**config.mk**
```make
export PLATFORM = sky130hd
export DESIGN_NAME = running_mean_variance_normalizer
export DESIGN_NICKNAME = d
export VERILOG_FILES = /design/src/hdl/rmvn_pkg.sv /design/src/hdl/rmvn_div.sv /design/src/hdl/running_mean_variance_normalizer.sv
export SDC_FILE = /design/constraint.sdc
export NUM_CORES = 2
export LEC_CHECK = 0
export BUFFER_PORTS_ARGS = -buffer_cell sky130_fd_sc_hd__buf_4
export CORE_ASPECT_RATIO = 1.25
export CORE_UTILIZATION = 50
export DETAILED_ROUTE_END_ITERATION = 10
export MAX_ROUTING_LAYER = met4
export PLACE_DENSITY_LB_ADDON = 0.3
export SYNTH_ARGS = -nofsm -noshare
export SYNTH_HDL_FRONTEND = slang
export SYNTH_SLANG_ARGS = --single-unit
```
**constraint.sdc**
```tcl
create_clock -name clock -period 15.7 [get_ports clock]
set_input_delay 1.57 -clock clock [delete_from_list [all_inputs] [get_ports clock]]
set_output_delay 1.57 -clock clock [all_outputs]
set_load 0.02 [all_outputs]
```
**src/hdl/rmvn_pkg.sv**
```systemverilog
// ----------------------------------------------------------------------------
// Running mean / variance normalizer package
// Operation codes and the fixed field widths shared by the normalizer files.
// ----------------------------------------------------------------------------
package rmvn_pkg;

   localparam int SAMPLE_W    = 48;
   localparam int NORM_W      = 32;
   localparam int SUM_W       = 64;
   localparam int OUT_COUNT_W = 32;
   localparam int OP_W        = 2;

   localparam logic [OP_W-1:0] OP_UPDATE    = 2'd0;
   localparam logic [OP_W-1:0] OP_NORMALIZE = 2'd1;
   localparam logic [OP_W-1:0] OP_BOTH      = 2'd2;
   localparam logic [OP_W-1:0] OP_UNUSED    = 2'd3;

endpackage

```
**src/hdl/rmvn_div.sv**
```systemverilog
// ----------------------------------------------------------------------------
// Serial unsigned divider
// Restoring division, one quotient bit per cycle.
// ----------------------------------------------------------------------------
module rmvn_div #(
   parameter int DVD_W = 65,
   parameter int DSR_W = 64
) (
   input  logic                 clock,
   input  logic                 reset,
   input  logic                 start,
   input  logic [DVD_W-1:0]     dividend,
   input  logic [DSR_W-1:0]     divisor,
   output logic                 done,
   output logic [DVD_W-1:0]     quotient
);

   localparam int CNT_W = $clog2(DVD_W + 1);

   logic [DSR_W-1:0] rem_ff, rem_in;
   logic [DVD_W-1:0] quo_ff, quo_in;
   logic [DSR_W-1:0] dsr_ff;
   logic [CNT_W-1:0] cnt_ff;
   logic             busy_ff;
   logic             done_ff;
   logic [DSR_W:0]   rem_sh;
   logic [DSR_W:0]   rem_sub;
   logic             fits;

   always_comb begin
      rem_sh  = {rem_ff, quo_ff[DVD_W-1]};
      rem_sub = rem_sh - {1'b0, dsr_ff};
      fits    = rem_sh >= {1'b0, dsr_ff};
      rem_in  = fits ? rem_sub[DSR_W-1:0] : rem_sh[DSR_W-1:0];
      quo_in  = {quo_ff[DVD_W-2:0], fits};
   end

   always_ff @(posedge clock) begin
      if (reset) begin
         busy_ff <= 1'b0;
         done_ff <= 1'b0;
         cnt_ff  <= '0;
      end else begin
         done_ff <= 1'b0;
         if (start) begin
            busy_ff <= 1'b1;
            cnt_ff  <= '0;
            rem_ff  <= '0;
            quo_ff  <= dividend;
            dsr_ff  <= divisor;
         end else if (busy_ff) begin
            rem_ff <= rem_in;
            quo_ff <= quo_in;
            cnt_ff <= cnt_ff + 1'b1;
            if (cnt_ff == CNT_W'(DVD_W - 1)) begin
               busy_ff <= 1'b0;
               done_ff <= 1'b1;
            end
         end
      end
   end

   assign done     = done_ff;
   assign quotient = quo_ff;

endmodule

```
**src/hdl/running_mean_variance_normalizer.sv**
```systemverilog
// ----------------------------------------------------------------------------
// Running mean / variance normalizer
// Welford statistics over a sample stream with an optional z-score result.
// ----------------------------------------------------------------------------
// One transaction is handled at a time and each gives one result. An update
// runs the serial mean divide and the 49-step shift-add product, a normalize
// the variance divide, the serial square root and the deviation divide. All
// three divides share the one serial divider, DVD_W = max(64, 49+FRAC_BITS)
// bits wide. A new transaction is taken while the previous result still waits
// in the output register.
module running_mean_variance_normalizer #(
   parameter int FRAC_BITS   = 16,
   parameter int COUNT_WIDTH = 32
) (
   input  logic                          clock,
   input  logic                          reset,
   input  logic                          req_tvalid,
   output logic                          req_tready,
   input  logic [rmvn_pkg::SAMPLE_W-1:0] req_tdata,  // sample
   input  logic [rmvn_pkg::OP_W-1:0]     req_tuser,  // op
   output logic                          rsp_tvalid,
   input  logic                          rsp_tready,
   output logic [63:0]                   rsp_tdata,  // norm_value, sample_count
   output logic                          rsp_tuser   // spread_zero
);

   import rmvn_pkg::*;

   localparam int DEV_W  = SAMPLE_W + 1;
   localparam int PROD_W = 2 * DEV_W;
   localparam int DVD_W  = (DEV_W + FRAC_BITS > SUM_W) ? DEV_W + FRAC_BITS : SUM_W;
   localparam int DSR_W  = SUM_W;
   localparam int RAD_W  = ((SUM_W + FRAC_BITS + 1) / 2) * 2;
   localparam int ROOT_W = RAD_W / 2;
   localparam int SREM_W = ROOT_W + 2;
   localparam int CNT_W  = $clog2(DEV_W + 1);

   typedef enum logic [3:0] {
      S_IDLE, S_UPD_START, S_UPD_DIV, S_UPD_D2, S_UPD_MUL, S_UPD_ACC,
      S_NRM_CHK, S_VAR_DIV, S_SQRT, S_Z_START, S_Z_DIV, S_DONE
   } state_type;

   state_type                   state_ff;
   logic [OP_W-1:0]             op_ff;
   logic signed [SAMPLE_W-1:0]  x_ff;
   logic [COUNT_WIDTH-1:0]      count_ff;
   logic signed [SAMPLE_W-1:0]  mean_ff;
   logic [SUM_W-1:0]            m2_ff;
   logic signed [DEV_W-1:0]     d1_ff;
   logic [DEV_W-1:0]            mul_a_ff;
   logic [DEV_W-1:0]            mul_b_ff;
   logic [PROD_W-1:0]           prod_ff, prod_in;
   logic [CNT_W-1:0]            cnt_ff;
   logic [RAD_W-1:0]            rad_ff;
   logic [SREM_W-1:0]           srem_ff, srem_in;
   logic [ROOT_W-1:0]           root_ff, root_in;
   logic                        neg_ff;
   logic [NORM_W-1:0]           z_ff;
   logic                        flat_ff;
   logic [DVD_W-1:0]            dvd_ff;
   logic [DSR_W-1:0]            dsr_ff;
   logic                        rsp_valid_ff;
   logic [NORM_W-1:0]           rsp_z_ff;
   logic                        rsp_flat_ff;
   logic [OUT_COUNT_W-1:0]      rsp_count_ff;

   logic                        div_start_ff;
   logic                        div_done;
   logic [DVD_W-1:0]            quo;

   logic signed [DEV_W-1:0]     d1_in, dev_now;
   logic [DEV_W-1:0]            dev_mag;
   logic [DEV_W-1:0]            q_dev;
   logic signed [DEV_W-1:0]     mean_in;
   logic [DEV_W:0]              mul_sum;
   logic [SUM_W-1:0]            add_val;
   logic [SUM_W:0]              m2_sum;
   logic [SREM_W-1:0]           srem_sh, trial;
   logic                        sat;
   logic                        out_free;

   rmvn_div #(.DVD_W(DVD_W), .DSR_W(DSR_W)) u_div (
      .clock    (clock),
      .reset    (reset),
      .start    (div_start_ff),
      .dividend (dvd_ff),
      .divisor  (dsr_ff),
      .done     (div_done),
      .quotient (quo)
   );

   always_comb begin
      d1_in   = {req_tdata[SAMPLE_W-1], req_tdata} - {mean_ff[SAMPLE_W-1], mean_ff};
      dev_now = {x_ff[SAMPLE_W-1], x_ff} - {mean_ff[SAMPLE_W-1], mean_ff};
      dev_mag = dev_now[DEV_W-1] ? DEV_W'(-dev_now) : DEV_W'(dev_now);
      q_dev   = quo[DEV_W-1:0];
      mean_in = d1_ff[DEV_W-1] ? {mean_ff[SAMPLE_W-1], mean_ff} - q_dev
                               : {mean_ff[SAMPLE_W-1], mean_ff} + q_dev;
      mul_sum = {1'b0, prod_ff[PROD_W-1:DEV_W]} + (mul_b_ff[0] ? {1'b0, mul_a_ff} : '0);
      prod_in = {mul_sum, prod_ff[DEV_W-1:1]};
      if (|prod_ff[PROD_W-1:SUM_W+FRAC_BITS]) begin
         add_val = '1;
      end else begin
         add_val = prod_ff[SUM_W+FRAC_BITS-1:FRAC_BITS];
      end
      m2_sum  = {1'b0, m2_ff} + {1'b0, add_val};
      srem_sh = {srem_ff[SREM_W-3:0], rad_ff[RAD_W-1:RAD_W-2]};
      trial   = {root_ff, 2'b01};
      if (srem_sh >= trial) begin
         srem_in = srem_sh - trial;
         root_in = {root_ff[ROOT_W-2:0], 1'b1};
      end else begin
         srem_in = srem_sh;
         root_in = {root_ff[ROOT_W-2:0], 1'b0};
      end
      sat      = |quo[DVD_W-1:NORM_W];
      out_free = !rsp_valid_ff || rsp_tready;
   end

   always_ff @(posedge clock) begin
      if (reset) begin
         state_ff      <= S_IDLE;
         count_ff      <= '0;
         mean_ff       <= '0;
         m2_ff         <= '0;
         rsp_valid_ff  <= 1'b0;
         div_start_ff  <= 1'b0;
      end else begin
         div_start_ff <= 1'b0;
         if (rsp_valid_ff && rsp_tready) begin
            rsp_valid_ff <= 1'b0;
         end
         case (state_ff)
            S_IDLE: begin
               if (req_tvalid) begin
                  op_ff   <= req_tuser;
                  x_ff    <= req_tdata;
                  d1_ff   <= d1_in;
                  z_ff    <= '0;
                  flat_ff <= 1'b0;
                  if (req_tuser == OP_UPDATE || req_tuser == OP_BOTH) begin
                     if (count_ff != '1) begin
                        count_ff <= count_ff + 1'b1;
                     end
                     state_ff <= S_UPD_START;
                  end else if (req_tuser == OP_NORMALIZE) begin
                     state_ff <= S_NRM_CHK;
                  end else begin
                     state_ff <= S_DONE;
                  end
               end
            end
            S_UPD_START: begin
               dvd_ff       <= DVD_W'(d1_ff[DEV_W-1] ? DEV_W'(-d1_ff) : DEV_W'(d1_ff));
               dsr_ff       <= DSR_W'(count_ff);
               div_start_ff <= 1'b1;
               state_ff     <= S_UPD_DIV;
            end
            S_UPD_DIV: begin
               if (div_done) begin
                  mean_ff  <= mean_in[SAMPLE_W-1:0];
                  state_ff <= S_UPD_D2;
               end
            end
            S_UPD_D2: begin
               mul_a_ff <= d1_ff[DEV_W-1] ? DEV_W'(-d1_ff) : DEV_W'(d1_ff);
               mul_b_ff <= dev_mag;
               prod_ff  <= '0;
               cnt_ff   <= '0;
               state_ff <= S_UPD_MUL;
            end
            S_UPD_MUL: begin
               prod_ff  <= prod_in;
               mul_b_ff <= mul_b_ff >> 1;
               cnt_ff   <= cnt_ff + 1'b1;
               if (cnt_ff == CNT_W'(DEV_W - 1)) begin
                  state_ff <= S_UPD_ACC;
               end
            end
            S_UPD_ACC: begin
               m2_ff    <= m2_sum[SUM_W] ? '1 : m2_sum[SUM_W-1:0];
               state_ff <= (op_ff == OP_BOTH) ? S_NRM_CHK : S_DONE;
            end
            S_NRM_CHK: begin
               if (count_ff < COUNT_WIDTH'(2) || m2_ff == '0) begin
                  flat_ff  <= 1'b1;
                  state_ff <= S_DONE;
               end else begin
                  dvd_ff       <= DVD_W'(m2_ff);
                  dsr_ff       <= DSR_W'(count_ff - 1'b1);
                  div_start_ff <= 1'b1;
                  state_ff     <= S_VAR_DIV;
               end
            end
            S_VAR_DIV: begin
               if (div_done) begin
                  rad_ff   <= RAD_W'({quo[SUM_W-1:0], {FRAC_BITS{1'b0}}});
                  srem_ff  <= '0;
                  root_ff  <= '0;
                  cnt_ff   <= '0;
                  state_ff <= S_SQRT;
               end
            end
            S_SQRT: begin
               srem_ff <= srem_in;
               root_ff <= root_in;
               rad_ff  <= rad_ff << 2;
               cnt_ff  <= cnt_ff + 1'b1;
               if (cnt_ff == CNT_W'(ROOT_W - 1)) begin
                  state_ff <= S_Z_START;
               end
            end
            S_Z_START: begin
               if (root_ff == '0) begin
                  flat_ff  <= 1'b1;
                  state_ff <= S_DONE;
               end else begin
                  neg_ff       <= dev_now[DEV_W-1];
                  dvd_ff       <= DVD_W'({dev_mag, {FRAC_BITS{1'b0}}});
                  dsr_ff       <= DSR_W'(root_ff);
                  div_start_ff <= 1'b1;
                  state_ff     <= S_Z_DIV;
               end
            end
            S_Z_DIV: begin
               if (div_done) begin
                  if (neg_ff) begin
                     if (sat || quo[NORM_W-1:0] > {1'b1, {(NORM_W-1){1'b0}}}) begin
                        z_ff <= {1'b1, {(NORM_W-1){1'b0}}};
                     end else begin
                        z_ff <= -quo[NORM_W-1:0];
                     end
                  end else begin
                     if (sat || quo[NORM_W-1]) begin
                        z_ff <= {1'b0, {(NORM_W-1){1'b1}}};
                     end else begin
                        z_ff <= quo[NORM_W-1:0];
                     end
                  end
                  state_ff <= S_DONE;
               end
            end
            S_DONE: begin
               if (out_free) begin
                  rsp_valid_ff <= 1'b1;
                  rsp_z_ff     <= z_ff;
                  rsp_flat_ff  <= flat_ff;
                  rsp_count_ff <= OUT_COUNT_W'(count_ff);
                  state_ff     <= S_IDLE;
               end
            end
            default: begin
               state_ff <= S_IDLE;
            end
         endcase
      end
   end

   assign req_tready = (state_ff == S_IDLE);
   assign rsp_tvalid = rsp_valid_ff;
   assign rsp_tdata  = {rsp_count_ff, rsp_z_ff};
   assign rsp_tuser  = rsp_flat_ff;

   // The divider only finishes while the sequencer waits on it.
   assert property (@(posedge clock) disable iff (reset)
      div_done |-> (state_ff == S_UPD_DIV || state_ff == S_VAR_DIV ||
                    state_ff == S_Z_DIV))
      else $error("divider finished outside a divide step");

   assert property (@(posedge clock) disable iff (reset)
      !reset |=> count_ff >= $past(count_ff))
      else $error("sample count went down");

   assert property (@(posedge clock) disable iff (reset)
      rsp_valid_ff && rsp_flat_ff |-> rsp_z_ff == '0)
      else $error("zero spread result carries a nonzero z-score");

   assert property (@(posedge clock) disable iff (reset)
      rsp_valid_ff && !rsp_tready |=> rsp_valid_ff && $stable(rsp_z_ff))
      else $error("pending result changed before it was taken");

endmodule

```
* Word-level counts from Yosys, hierarchy flattened
Cells that the tools add are included.
** Word-level totals
- RAM bits :: 0
- Memory bits (read-only) :: 0
- Memories :: 0
- Register bits after elaboration :: 1041
- Word-level logic and storage cells :: 182
- Input port bits :: 54
- Output and inout port bits :: 67
- Bits in latches :: 0
** Cells by class
- Shift-type cells :: 0
- Bitwise operators :: 3
- Multiply operators :: 0
- Equality and inequality tests :: 29
- Reductions and logical operators :: 38
- Muxes and demuxes :: 62
- Divide/modulo/power cells :: 0
- $add $sub $neg :: 15
- Magnitude comparators :: 4
** Operators by type and width (count)
- 64-bit 2-to-1 mux :: 6
- 65-bit 2-to-1 mux :: 5
- 98-bit one-hot mux with 2 select lines :: 1
- 65-bit one-hot mux with 3 select lines :: 1
- 64-bit one-hot mux with 3 select lines :: 1
- 32-bit 2-to-1 mux :: 5
- 40-bit one-hot mux with 2 select lines :: 2
- 80-bit one-hot mux with 2 select lines :: 1
- 40-bit 2-to-1 mux :: 3
- 49-bit 2-to-1 mux :: 2
- 49-bit negation :: 2
- 49-bit one-hot mux with 2 select lines :: 1
- 48-bit by 48-bit subtractor with 49-bit output :: 2
- 48-bit 2-to-1 mux :: 2
- 80-bit 2-to-1 mux :: 1
- 64-bit by 64-bit adder with 65-bit output :: 1
- 65-bit by 64-bit >= comparator with 1-bit output :: 1
- 64-bit zero test :: 1
- 32-bit one-hot mux with 2 select lines :: 1
- 64-bit subtractor :: 1
- 49-bit by 49-bit adder with 50-bit output :: 1
- 48-bit adder :: 1
- 4-bit one-hot mux with 12 select lines :: 1
- 48-bit subtractor :: 1
- other kinds (43) :: 107

* Logic depth before layout (Yosys ltp)
- Depth in word-level cells :: 6
- Mapped depth :: 27
- Depth with buffers taken out :: 25

* Hierarchy
From an unflattened synthesis, not the netlist that was laid out.
** Second synthesis, totals
- Cells, all modules :: 6599
- Area total of the unflattened synthesis :: 62404.9 µm²
** By module, submodules not included
- running_mean_variance_normalizer :: area an instance 50375.8 µm², seq. area each 22041.1 µm², instances 1, cells each 5436
- rmvn_div :: area an instance 12029.0 µm², seq. area each 5975.7 µm², instances 1, cells each 1163

* Least setup slack after synthesis
No wires, ideal clock.
- Path kind :: in2reg
- Start :: input port reset
- End :: register cnt_ff[0] (enable)
- Setup time :: 335 ps
- Data required time :: 15365 ps
- Setup slack :: 3571 ps
- Stages on the path :: 3
- Arrival time :: 11793 ps
- Cells stage by stage :: clkbuf_1 nor3_1 or2_2
** Between the ends
- Longest elaborated chain between the ends :: 2
** RTL lines
- from (decl) :: line running_mean_variance_normalizer.sv:16 : input logic reset,
- 1-bit inverter (no source line)
- 3-bit AND reduction (no source line)
- to (signal assigned) :: line running_mean_variance_normalizer.sv:175 : cnt_ff <= cnt_ff + 1'b1;
- to (signal assigned) :: line running_mean_variance_normalizer.sv:208 : cnt_ff <= cnt_ff + 1'b1;
- to (decl) :: line running_mean_variance_normalizer.sv:53 : logic [CNT_W-1:0] cnt_ff;
Every way passes these cells.
A chain may end at the register's enable or synchronous reset.

* Worst setup path in the final report
- Start :: register u_div.quo_ff[1] (netlist: u_div.quotient[1])
- End :: register mean_ff[47]
** Between the ends
- Longest elaborated chain between the ends :: 2
- Elaborated cells on any way between the ends :: 3
** RTL lines
- from (decl) :: line rmvn_div.sv:21 : logic [DVD_W-1:0] quo_ff, quo_in;
- from (signal assigned) :: line rmvn_div.sv:49 : quo_ff <= dividend;
- from (signal assigned) :: line rmvn_div.sv:53 : quo_ff <= quo_in;
- 48-bit adder or 48-bit subtractor (tied branches) :: line running_mean_variance_normalizer.sv:98, running_mean_variance_normalizer.sv:97
- 48-bit 2-to-1 mux * :: line running_mean_variance_normalizer.sv:97 : mean_in = d1_ff[DEV_W-1] ? {mean_ff[SAMPLE_W-1], mean_ff} - q_dev
- to (signal assigned) :: line running_mean_variance_normalizer.sv:161 : mean_ff <= mean_in[SAMPLE_W-1:0];
- to (decl) :: line running_mean_variance_normalizer.sv:47 : logic signed [SAMPLE_W-1:0] mean_ff;
Every way passes the cells marked *; elsewhere a longest branch is shown, timed or not.

==> impl_metrics.json <==
{
  "status": "finished clean",
  "antenna_found_initial": 3,
  "chipHeight_um": 395,
  "relSlewSlack_pct": 20.0,
  "period_minus_slack_ns": 6.59,
  "final_net_count": 6918,
  "final_common_cell": "edfxtp_1",
  "cts_tree": "built",
  "synthDistinctLibCells": 100,
  "synth-compound-area-share_pct": 18.7,
  "yosys.area_share.simple_pct": 17.2,
  "clkTransAtPathRegs_ns": 0.07,
  "clock_latency_ns": 0.74,
  "power.switching_mw": 3.45,
  "leakage_nw": 26.2,
  "finClkSkew_ns": 0.0497,
  "cts_setup_buffers": 0,
  "place_congestion": 1.02,
  "place_inst": 7981,
  "path_class": "reg -> reg",
  "syn_area_um2": 61900,
  "hold_viol_final": 0,
  "clock.fmax_mhz": 152,
  "cts.htree.levels": 3,
  "dieArea_um2": 125000,
  "initial_core_util_pct": 50.6,
  "layout.cells.non_filler": 8166,
  "wl_per_cell_um": 23.0,
  "critPathMaxFanout": 7,
  "drive_gt1_share_pct": 7.46,
  "ctsHoldBuffers": 0,
  "netlist_instances": 6563,
  "synth-main-ff-cell": "edfxtp_1",
  "worst_pin_slew_ns": 1.19,
  "cp.arrival_ns": 7.25,
  "cp-end-kind": "register",
  "die_w_um": 317,
  "grt_max_degree": 90,
  "wl_um": 188000,
  "rows": 143,
  "seq_power_share_pct": 36.9,
  "ios": 121,
  "area_delta_synth_final_pct": 9.01,
  "cts_sinks": 963,
  "vias_per_cell": 6.19,
  "grtUsageTotal_pct": 30.5,
  "most-common-layout-cells": "804 x edfxtp_1, 685 x nand2_1, 575 x nor2_1",
  "grt_pass1_vias": 48200,
  "rsz0062_at_grt": "false",
  "rrSetupSlack_ns": 9.11,
  "stdcell_area_um2": 67400,
  "maxCapViolCount": 0,
  "finalMaxSlewViolations": 0,
  "hpwlAfterDp_um": 143000,
  "via_count": 50500,
  "pwr-share-clk_pct": 27.0,
  "cts_buffers": 98,
  "portBuffers": 120,
  "finalSetupViolations": 0,
  "overflow": 0,
  "yosysSeqAreaShare_pct": 44.2,
  "cp-start-kind": "register",
  "synth_xor_xnor_area_share_pct": 6.70,
  "p_per_area_nw_per_um2": 140,
  "syn-num-nets": 6995,
  "grt_pass1_wl_um": 284000,
  "required_ns": 16.36,
  "synth_top_family_by_area": "compound AO/OA/AOI/OAI gates",
  "ys_ff_latch": 963,
  "placedInstanceArea_um2": 64000,
  "clockBufferDepth": 3,
  "yosys-mux-area-fraction_pct": 1.72,
  "first_pass_iters": 7,
  "tns_ns": 0,
  "avgSynthCellArea_um2": 9.43,
  "swShare_pct": 36.4,
  "synth_edf_count": 804,
  "drt_iter0_markers": 5096,
  "comb_power_share_pct": 36.1,
  "ctsResizeCount": 0,
  "cts-root-buf": "clkbuf_16",
  "async_flop_share_pct": 0,
  "power.internal_mw": 6.01,
  "synthAdderAreaFrac_pct": 7.72,
  "drc": 0,
  "core-area_um2": 122000,
  "hold_class": "reg -> reg",
  "drtAntennaViolNets": 0,
  "yosysWarnings": 0,
  "ir_drop_v": 0.0000871,
  "fin_crit_sh_pct": 42.0,
  "fin_hold_ws_ns": 0.415
}
[critical path, cell delays in order, from the launching register on]
cell,delay (ns)
edfxtp_1,0.42
inv_1,0.15
ha_1,0.24
or3b_2,0.51
nor4b_2,0.37
nand4_1,0.21
or3_1,0.38
or3_1,0.46
nor3_2,0.26
nand2_1,0.20
nor3_2,0.40
nor2_1,0.11
xnor2_1,0.16
ha_1,0.38
and3_1,0.24
nand3_1,0.09
a21oi_1,0.11
o21ai_0,0.17
a31oi_1,0.37
a21oi_1,0.22
o21ai_0,0.36
and4_1,0.27
a41oi_1,0.15
a21o_1,0.20
a21oi_1,0.13
[flip-flops by register name, indices dropped and copies added, names as in the netlist, 41 cells and up]
signal	cells
prod_ff	82
dvd_ff	65
u_div.quotient	65
m2_ff	64
rad_ff	64
u_div.rem_ff	64
d1_ff	49
mul_a_ff	49
mul_b_ff	49
mean_ff	48
x_ff	48
dsr_ff	41
u_div.dsr_ff	41
[path summary, 6_finish.rpt]
| path | start | endpoint | cells after the start |
|---|---|---|---|
| max | u_div.quotient[1]$_DFFE_PP_ | mean_ff[47]$_SDFFE_PP0P_ | 24 |
| min | dsr_ff[35]$_DFFE_PP_ | u_div.dsr_ff[35]$_DFFE_PP_ | 0 |
| max reg2reg | u_div.quotient[1]$_DFFE_PP_ | mean_ff[47]$_SDFFE_PP0P_ | 24 |
| min reg2reg | dsr_ff[35]$_DFFE_PP_ | u_div.dsr_ff[35]$_DFFE_PP_ | 0 |
[power groups by stage]
stage	logic, mW	registers, mW	clock network, mW
final	3.41	3.49	2.56
after global routing	3.73	3.51	2.68
after CTS	3.37	3.48	2.59
after detailed placement	3.34	3.53	0
after global placement	3.30	3.52	0
after floorplan	2.55	3.43	0
[synth_stat cells (109+ instances only)]
cell type  number  share of area [%]
a211oi_1      109                1.3
a21o_1        266                3.2
a21oi_1       570                4.6
clkbuf_1      302                1.8
dfxtp_1       159                5.1
edfxtp_1      804                 39
ha_1          372                7.5
inv_1         260                1.6
nand2_1       687                4.2
nand2b_1      126                1.3
nand3_1       116               0.94
nor2_1        582                3.5
nor3_1        146                1.2
o21ai_0       356                2.9
xnor2_1       296                4.2
xor2_1        177                2.5
[cell families after synthesis]
kind of cell	after synthesis
xor+xnor	473
simple gates	2222
buf+inv	609
mux	99
fa+ha+maj	378
compound gates	1819
flops	963
[through the flow]
| step | total power, mW | util (%) | worst slack (ns) |
|---|---|---|---|
| 3_5_place_dp | 6.87 | 52.3 | 9.27 |
| 5_1_grt | 9.92 | 55.2 | 8.65 |
| 6_report | 9.45 | 55.2 | 9.11 |
| 3_3_place_gp | 6.82 | 52.3 | 9.32 |
| 4_1_cts | 9.44 | 55.2 | 9.26 |
| 2_1_floorplan | 5.98 | - | 3.57 |
[layer usage]
layer	global-route usage (%)	wire (um)	vias to the layer above
met4	19.5	14200	0
met5	-	0	-
li1	-	-	23900
met3	3.22	11000	504
met1	35.5	72200	24200
met2	49.9	90300	1952
[area by class of cell]
class,instances,area (um2)
inverters,263,987
diodes,4,10.0
well taps,1595,2000
flip-flops and latches,963,27300
repair buffers,169,1270
clock buffers,117,2640
fillers,10900,54800
multi-input cells,4991,32400
clock inverters,64,821
Note: power is estimated with default switching activity, not from simulation.
